==> config.mk <==
export PLATFORM = sky130hd
export DESIGN_NAME = rgb_to_hsl
export DESIGN_NICKNAME = d
export VERILOG_FILES = /design/src/sv/rth_pkg.sv /design/src/sv/rth_front.sv /design/src/sv/rth_div.sv /design/src/sv/rth_back.sv /design/src/sv/rgb_to_hsl.sv
export SDC_FILE = /design/constraint.sdc
export NUM_CORES = 2
export LEC_CHECK = 0
export BUFFER_PORTS_ARGS = -buffer_cell sky130_fd_sc_hd__buf_2
export CORE_MARGIN = 2
export CORE_UTILIZATION = 60
export DETAILED_ROUTE_END_ITERATION = 8
export PLACE_DENSITY = 0.76
export SYNTH_ARGS = -nofsm -noshare
export SYNTH_HDL_FRONTEND = slang
export SYNTH_SLANG_ARGS = --single-unit
==> constraint.sdc <==
create_clock -name clk -period 82.8 [get_ports clk]
set_clock_uncertainty 0.1 [all_clocks]
set_input_delay 8.28 -clock clk [delete_from_list [all_inputs] [get_ports clk]]
set_output_delay 8.28 -clock clk [all_outputs]
set_load 0.01 [all_outputs]
==> src/sv/rth_pkg.sv <==
package rth_pkg;

	// Divider geometry: every divider produces QUO_W quotient bits.
	localparam int QUO_W     = 17;
	localparam int SDEN_W    = 9;
	localparam int SNUM_W    = SDEN_W + QUO_W;
	localparam int HUE_W     = 15;
	localparam int FRAC_W    = 17;
	localparam int HUE_FULL  = 23040;

	// Reciprocal of 255 scaled by 2^23, exact for dividends below 66052.
	localparam logic [15:0] LIGHT_RECIP = 16'd32897;

	// Hue offsets in 1/64-degree units for each dominant channel.
	localparam logic [14:0] BASE_RED   = 15'd23040;
	localparam logic [14:0] BASE_GREEN = 15'd7680;
	localparam logic [14:0] BASE_BLUE  = 15'd15360;

	// Work handed from the classifier to the divider pipeline.
	typedef struct packed {
		logic [SNUM_W-1:0] sat_num;
		logic [SDEN_W-1:0] sat_den;
		logic [SNUM_W-1:0] hue_num;
		logic [SDEN_W-1:0] hue_den;
		logic [FRAC_W-1:0] light;
	} work_t;

endpackage

==> src/sv/rth_front.sv <==
module rth_front (
	input  logic                clk,
	input  logic                arst_n,
	input  logic                in_valid,
	output logic                in_ready,
	input  logic [23:0]         in_data,
	output logic                out_valid,
	input  logic                out_pop,
	output rth_pkg::work_t      out_work
);
	import rth_pkg::*;

	logic [7:0] red, green, blue;
	logic [7:0] mn, mx;
	logic [1:0] dom;
	logic [8:0] sum;
	logic [7:0] dlt;
	logic [7:0] sden;
	logic signed [8:0] diff;
	logic [14:0] base;
	logic signed [24:0] hnum;
	logic [15:0] lrem;
	logic [31:0] lprod;
	work_t wk;

	work_t  mem_q [2];
	logic   wptr_q, rptr_q;
	logic [1:0] cnt_q;
	logic   push, pop;

	assign red   = in_data[7:0];
	assign green = in_data[15:8];
	assign blue  = in_data[23:16];

	// Find the extremes and the dominant channel, then build the division operands.
	always_comb begin
		if (red < green) begin
			mn = red; mx = green; dom = 2'd1;
		end else begin
			mn = green; mx = red; dom = 2'd0;
		end
		if (blue < mn) begin
			mn = blue;
		end else if (blue > mx) begin
			mx = blue; dom = 2'd2;
		end
		sum  = {1'b0, mn} + {1'b0, mx};
		dlt  = mx - mn;
		sden = (sum <= 9'd255) ? sum[7:0] : 8'(9'd510 - sum);
		case (dom)
			2'd0: begin
				diff = $signed({1'b0, green}) - $signed({1'b0, blue}); base = BASE_RED;
			end
			2'd1: begin
				diff = $signed({1'b0, blue}) - $signed({1'b0, red}); base = BASE_GREEN;
			end
			default: begin
				diff = $signed({1'b0, red}) - $signed({1'b0, green}); base = BASE_BLUE;
			end
		endcase
		hnum = 25'(diff) * 25'sd3840 + $signed({10'b0, base}) * $signed({17'b0, dlt});
		if (dlt == 8'd0) begin
			// Gray pixels divide zero by two so hue and saturation come out zero.
			wk.sat_num = '0;
			wk.sat_den = SDEN_W'(2);
			wk.hue_num = '0;
			wk.hue_den = SDEN_W'(2);
		end else begin
			wk.sat_num = SNUM_W'({dlt, 17'b0}) + SNUM_W'(sden);
			wk.sat_den = {sden, 1'b0};
			wk.hue_num = SNUM_W'({hnum[23:0], 1'b0}) + SNUM_W'(dlt);
			wk.hue_den = {dlt, 1'b0};
		end
		// Lightness is sum * 32768 / 255 rounded; split off 128 * sum and divide the
		// small remainder part by 255 with a reciprocal multiply.
		lrem     = {sum, 7'b0} + 16'd127;
		lprod    = 32'(lrem) * 32'(LIGHT_RECIP);
		wk.light = FRAC_W'({sum, 7'b0}) + FRAC_W'(lprod[31:23]);
	end

	// Two-entry queue that decouples acceptance from the divider pipeline.
	assign in_ready  = (cnt_q != 2'd2);
	assign out_valid = (cnt_q != 2'd0);
	assign push      = in_valid && in_ready;
	assign pop       = out_pop && out_valid;
	assign out_work  = mem_q[rptr_q];

	always_ff @(posedge clk) begin
		if (push) begin
			mem_q[wptr_q] <= wk;
		end
	end

	always_ff @(posedge clk or negedge arst_n) begin
		if (!arst_n) begin
			wptr_q <= 1'b0;
			rptr_q <= 1'b0;
			cnt_q  <= 2'd0;
		end else begin
			if (push) wptr_q <= ~wptr_q;
			if (pop) rptr_q <= ~rptr_q;
			cnt_q <= cnt_q + 2'(push) - 2'(pop);
		end
	end

endmodule

==> src/sv/rth_div.sv <==
module rth_div #(
	parameter int DW = 9,
	parameter int QW = 17
) (
	input  logic             clk,
	input  logic             en,
	input  logic [DW+QW-1:0] num,
	input  logic [DW-1:0]    den,
	output logic [QW-1:0]    quo
);

	logic [DW-1:0] rem_s [QW];
	logic [QW-1:0] low_s [QW];
	logic [DW-1:0] den_s [QW];

	// One quotient bit per stage: shift the remainder left and subtract when it fits.
	for (genvar k = 0; k < QW; k++) begin : g_stage
		logic [DW-1:0] rem_i, den_i;
		logic [QW-1:0] low_i;
		logic [DW:0]   trial;
		logic          fits;

		if (k == 0) begin : g_first
			assign rem_i = num[DW+QW-1:QW];
			assign low_i = num[QW-1:0];
			assign den_i = den;
		end else begin : g_next
			assign rem_i = rem_s[k-1];
			assign low_i = low_s[k-1];
			assign den_i = den_s[k-1];
		end

		assign trial = {rem_i, low_i[QW-1]};
		assign fits  = trial >= {1'b0, den_i};

		always_ff @(posedge clk) begin
			if (en) begin
				rem_s[k] <= fits ? DW'(trial - {1'b0, den_i}) : trial[DW-1:0];
				low_s[k] <= {low_i[QW-2:0], fits};
				den_s[k] <= den_i;
			end
		end
	end

	assign quo = low_s[QW-1];

endmodule

==> src/sv/rth_back.sv <==
module rth_back (
	input  logic           clk,
	input  logic           arst_n,
	input  logic           in_valid,
	output logic           in_pop,
	input  rth_pkg::work_t in_work,
	output logic           out_valid,
	input  logic           out_ready,
	output logic [48:0]    out_data
);
	import rth_pkg::*;

	logic              en;
	logic [QUO_W-1:0]  vld_s;
	logic              vld_q;
	logic [QUO_W-1:0]  sat_quo, hue_quo;
	logic [FRAC_W-1:0] light_s [QUO_W];
	logic [HUE_W-1:0]  hue_wrap;
	logic [48:0]       data_q;

	// The whole pipeline moves whenever the output register is free or being taken.
	assign en     = !vld_q || out_ready;
	assign in_pop = en;

	rth_div #(.DW(SDEN_W), .QW(QUO_W)) u_sat (
		.clk(clk), .en(en), .num(in_work.sat_num), .den(in_work.sat_den), .quo(sat_quo)
	);

	rth_div #(.DW(SDEN_W), .QW(QUO_W)) u_hue (
		.clk(clk), .en(en), .num(in_work.hue_num), .den(in_work.hue_den), .quo(hue_quo)
	);

	// Lightness is already final; delay it to line up with the dividers.
	always_ff @(posedge clk) begin
		if (en) begin
			light_s[0] <= in_work.light;
			for (int k = 1; k < QUO_W; k++) begin
				light_s[k] <= light_s[k-1];
			end
		end
	end

	// A full turn of hue wraps back to zero.
	assign hue_wrap = (hue_quo >= QUO_W'(HUE_FULL)) ? HUE_W'(hue_quo - QUO_W'(HUE_FULL))
		: hue_quo[HUE_W-1:0];

	always_ff @(posedge clk or negedge arst_n) begin
		if (!arst_n) begin
			vld_s <= '0;
			vld_q <= 1'b0;
		end else if (en) begin
			vld_s <= {vld_s[QUO_W-2:0], in_valid};
			vld_q <= vld_s[QUO_W-1];
		end
	end

	always_ff @(posedge clk) begin
		if (en) begin
			data_q <= {light_s[QUO_W-1], sat_quo, hue_wrap};
		end
	end

	assign out_valid = vld_q;
	assign out_data  = data_q;

endmodule

==> src/sv/rgb_to_hsl.sv <==
// RGB to HSL pixel converter.
// Input beats arrive on the s_ channel: one RGB pixel, 8 bits per channel, per beat.
// Output beats leave on the m_ channel: hue in 1/64-degree units, and
// saturation and lightness as unsigned fractions where 65536 is 1.0.
// A classifier finds min, max and the dominant channel, computes the
// lightness with a reciprocal multiply, and writes the division operands
// into a two-entry queue; the back end runs two restoring dividers of
// 17 stages, one quotient bit per stage, and delays the lightness to match.
// An accepted input beat passes through the queue, the divider stages
// and the output register on its way out. Throughput is one pixel per
// cycle when the output is not stalled, set by the pipelined dividers.
// When m_tready is low with an output beat pending, the divider pipeline
// and output register hold; the queue keeps taking pixels until both its
// entries are full, and then s_tready drops.
// Reset empties the queue and clears all valid flags; no output beat is
// pending after reset.
module rgb_to_hsl (
	input  logic        clk,
	input  logic        arst_n,
	input  logic        s_tvalid,
	output logic        s_tready,
	input  logic [23:0] s_tdata,   // red_in [7:0], green_in [15:8], blue_in [23:16]
	output logic        m_tvalid,
	input  logic        m_tready,
	output logic [55:0] m_tdata    // hue_out [14:0], sat_out [31:15], light_out [48:32]
);
	import rth_pkg::*;

	logic  q_valid, q_pop;
	work_t q_work;
	logic [48:0] res;

	rth_front u_front (
		.clk(clk), .arst_n(arst_n),
		.in_valid(s_tvalid), .in_ready(s_tready), .in_data(s_tdata),
		.out_valid(q_valid), .out_pop(q_pop), .out_work(q_work)
	);

	rth_back u_back (
		.clk(clk), .arst_n(arst_n),
		.in_valid(q_valid), .in_pop(q_pop), .in_work(q_work),
		.out_valid(m_tvalid), .out_ready(m_tready), .out_data(res)
	);

	assign m_tdata = {7'b0, res};

endmodule
==> impl_results.md <==
- Run status: finished clean
- WL final: 95570 um
- IO Count: 86
- Max clock buf depth: 3
- Final GP Congestion: a little over 0.9
- WP data required: 83.13 ns
- Final hold vios: 0
- Most frequent cells in the layout: 1290 x edfxtp_1, 513 x inv_1, 452 x ha_1
- Post-Syn Instances: around 4.3k
- Wire per inst: ~16 um
- FMAX: 0.05196 GHz
- Fraction of registers with async set/reset: 0.01677
- Synth top area share: 0.6362
- Worst EP arrival: 19.58 ns
- All-Layer GR Usage: 0.1873
- Rows: 116
- DR pass1 iterations: 5
- Mapped Area: between 60000 and 70000 sq um
- Final period util: 0.2324
- DR vias: 31.95k
- Via/cell ratio: 5.392
- Die X-Extent: ~320 um
- Fin crit period: approximately 19 ns
- Setup_tns: 0 ns
- Rel. slew slack: 0.2937
- Full die area: 104000 sq um
- DIE HEIGHT: ~320 um
- Number of routed nets with antenna violations: 0
- Antenna violations before repair: 0
- N_diodes: 0
- Final Cell Area: about 67000 sq um
- Ys flop type: edfxtp_1
- Critical Path Start Type: primary input
- Num Clock Sinks: roughly 1.3k
- Residual DRC: 0
- Area Growth Syn to Fin: 10.14%
- CTS H-Tree Depth: 3
- Gr ovfl total: 0
- Post-Layout Cell Count: slightly below 6k
- Unique masters post-synth: 66
- Number of synthesized register bits: approximately 1.3k
- Endpoint type of the worst setup path: register
- Initial core utilization: 0.6071
- Dpl hpwl: ~67000 um
- Hold_ws: between 0.3 and 0.4 ns
- Register area share after synthesis: 0.6452
- Post-CTS Hold Buffers: 0
- Worst stage delay on the critical path: roughly 0.8 ns
- Commonest non-fill, non-tap cell in the layout: edfxtp_1
- Count of input and output buffers: between 70 and 80
- CTS tree: done
- Syn avg cell area: between 10 and 15 sq um
- First-pass GRT wire length: 157300 um
- Post-synth EDFFs: roughly 1.3k
- Num CTS Buffers: between 100 and 150
- Layout cell share with drive strength beyond 1: 0.09873
- Setup bufs post-CTS: 0
- Slew at the pin closest to its max-slew limit: between 1 and 1.5 ns
- Worst skew pair latency: approximately 0.7 ns
- NumNets Final: 5022
- Top post-synthesis cells by area: edfxtp_1 64%, ha_1 9.3%, inv_1 3.2%
- Vias in the first global route: around 32k
- CTS Root Cell: clkbuf_16
- # setup viols final: 0
- Max-cap violations: 0
- Min-delay worst type: reg -> reg
- Post-CTS resize count: 0
- Synthesis warning total: 0
- Slowest CP cell: o21ai_1
- Post-DP Area: 62980 sq um
- Critical-path maximum fanout: 34
- Reg clk slew, reported paths: ~0.060 ns
- DP Cell Count: between 5k and 6k
- Crit Path Class: in -> reg
- RSZ-0062 raised after global routing: false
- Largest net degree at the start of global routing: 185
- Core Box Area: 100300 sq um
- Most common cell on crit path: inv_1
- Initial drt markers: 1845
- Largest area contributor in the netlist: edfxtp_1
- Max-slew violations: 0
==> per-stage QoR <==
step | util | setup WS (ns)
after detailed placement | 0.6280 | 62.86
after global routing | 0.6687 | 62.53
after CTS | 0.6687 | 63.59
after floorplan | - | 37.42
final | 0.6687 | 63.56
after global placement | 0.6280 | 63.07
==> cell usage after synthesis, types with 55 or more instances <==
cell      number
edfxtp_1    1290
o21ai_0      137
a21o_1       117
nand2_1       76
a21oi_1      247
fa_1          79
mux2_2       135
nor2b_1      119
xor2_1        55
nor2_1       302
inv_1        513
xnor2_1      162
nand2b_1      93
ha_1         452
==> layer usage <==
layer / up-vias / global-route usage / part of all wire
li1: 15890 / - / -
met1: 15370 / 0.2234 / 0.41
met2: 513 / 0.3450 / 0.52
met5: - / 0 / 0
met3: 181 / 0.02436 / 0.034
met4: 0 / 0.07051 / 0.030
==> state kept, by name, indices dropped and copies added (netlist names) <==
| register | count |
|---|---|
| u_back.light_s | 289 |
| u_back.u_sat.rem_s | 135 |
| u_back.u_hue.den_s | 21 |
| u_back.u_sat.den_s | 52 |
| u_back.u_sat.low_s | 231 |
| u_front.cnt_q | 2 |
| u_back.out_data | 49 |
| u_front.rptr_q | 1 |
| u_back.u_hue.rem_s | 143 |
| u_front.wptr_q | 1 |
| u_back.vld_s | 17 |
| u_back.out_valid | 1 |
| u_back.u_hue.low_s | 272 |
| u_front.mem_q | 98 |
==> cell families (layout without fill, tap and decap cells) <==
| group | Yosys count | count (layout) | share of synthesized area |
|---|---|---|---|
| muxes | 188 | 188 | 0.03378 |
| AOI/OAI and AO/OA | 710 | 710 | 0.07365 |
| adders and majority gates | 531 | 531 | 0.1189 |
| and+or+nand+nor | 759 | 759 | 0.06173 |
| buffers and inverters | 569 | 844 | 0.03551 |
| xor gates and xnor gates | 217 | 217 | 0.03121 |
| other | 1 | 7 | 0.00006159 |
| DFF | 1312 | 1312 | 0.6452 |
==> worst paths after layout <==
path / startpoint / cells past startpoint / slack [ns] / end
max: s_tdata[13] / 46 / 63.56 / u_front.mem_q[0][50]
min: u_back.u_hue.low_s[0][34] / 0 / 0.31 / u_back.u_hue.low_s[0][52]
max reg2reg: u_back.out_valid / 6 / 77.07 / u_back.u_sat.low_s[2][6]
min reg2reg: u_back.u_hue.low_s[0][34] / 0 / 0.31 / u_back.u_hue.low_s[0][52]
max in group asynchronous: arst_n / 1 / 74.83 / u_front.rptr_q
min in group asynchronous: arst_n / 1 / 7.42 / u_back.vld_s[2]
==> worst max-delay path: cells and delay by family <==
| kind | cells | cell delay (ns) |
|---|---|---|
| buffers and inverters | 8 | 0.97 |
| AND/OR/NAND/NOR | 8 | 1.48 |
| XOR/XNOR | 2 | 0.68 |
| multiplexers | 2 | 0.61 |
| adder cells (fa/ha/maj) | 9 | 3.81 |
| AO/OA/AOI/OAI | 17 | 3.73 |
==> area by class of cell <==
cell class / count / area [sq um]
sequential: 1312 / 39290
fill: 6832 / 33230
multi-input combinational: 2412 / 19480
clock buffer: 149 / 3216
inverter: 514 / 1929
tap: 1357 / 1698
clock inverter: 79 / 864.6
timing repair buffer: 102 / 583.1
Power is left out: the tool's default activity adds up to more than one toggle a clock period on the data nets, which glitch-free logic cannot reach.
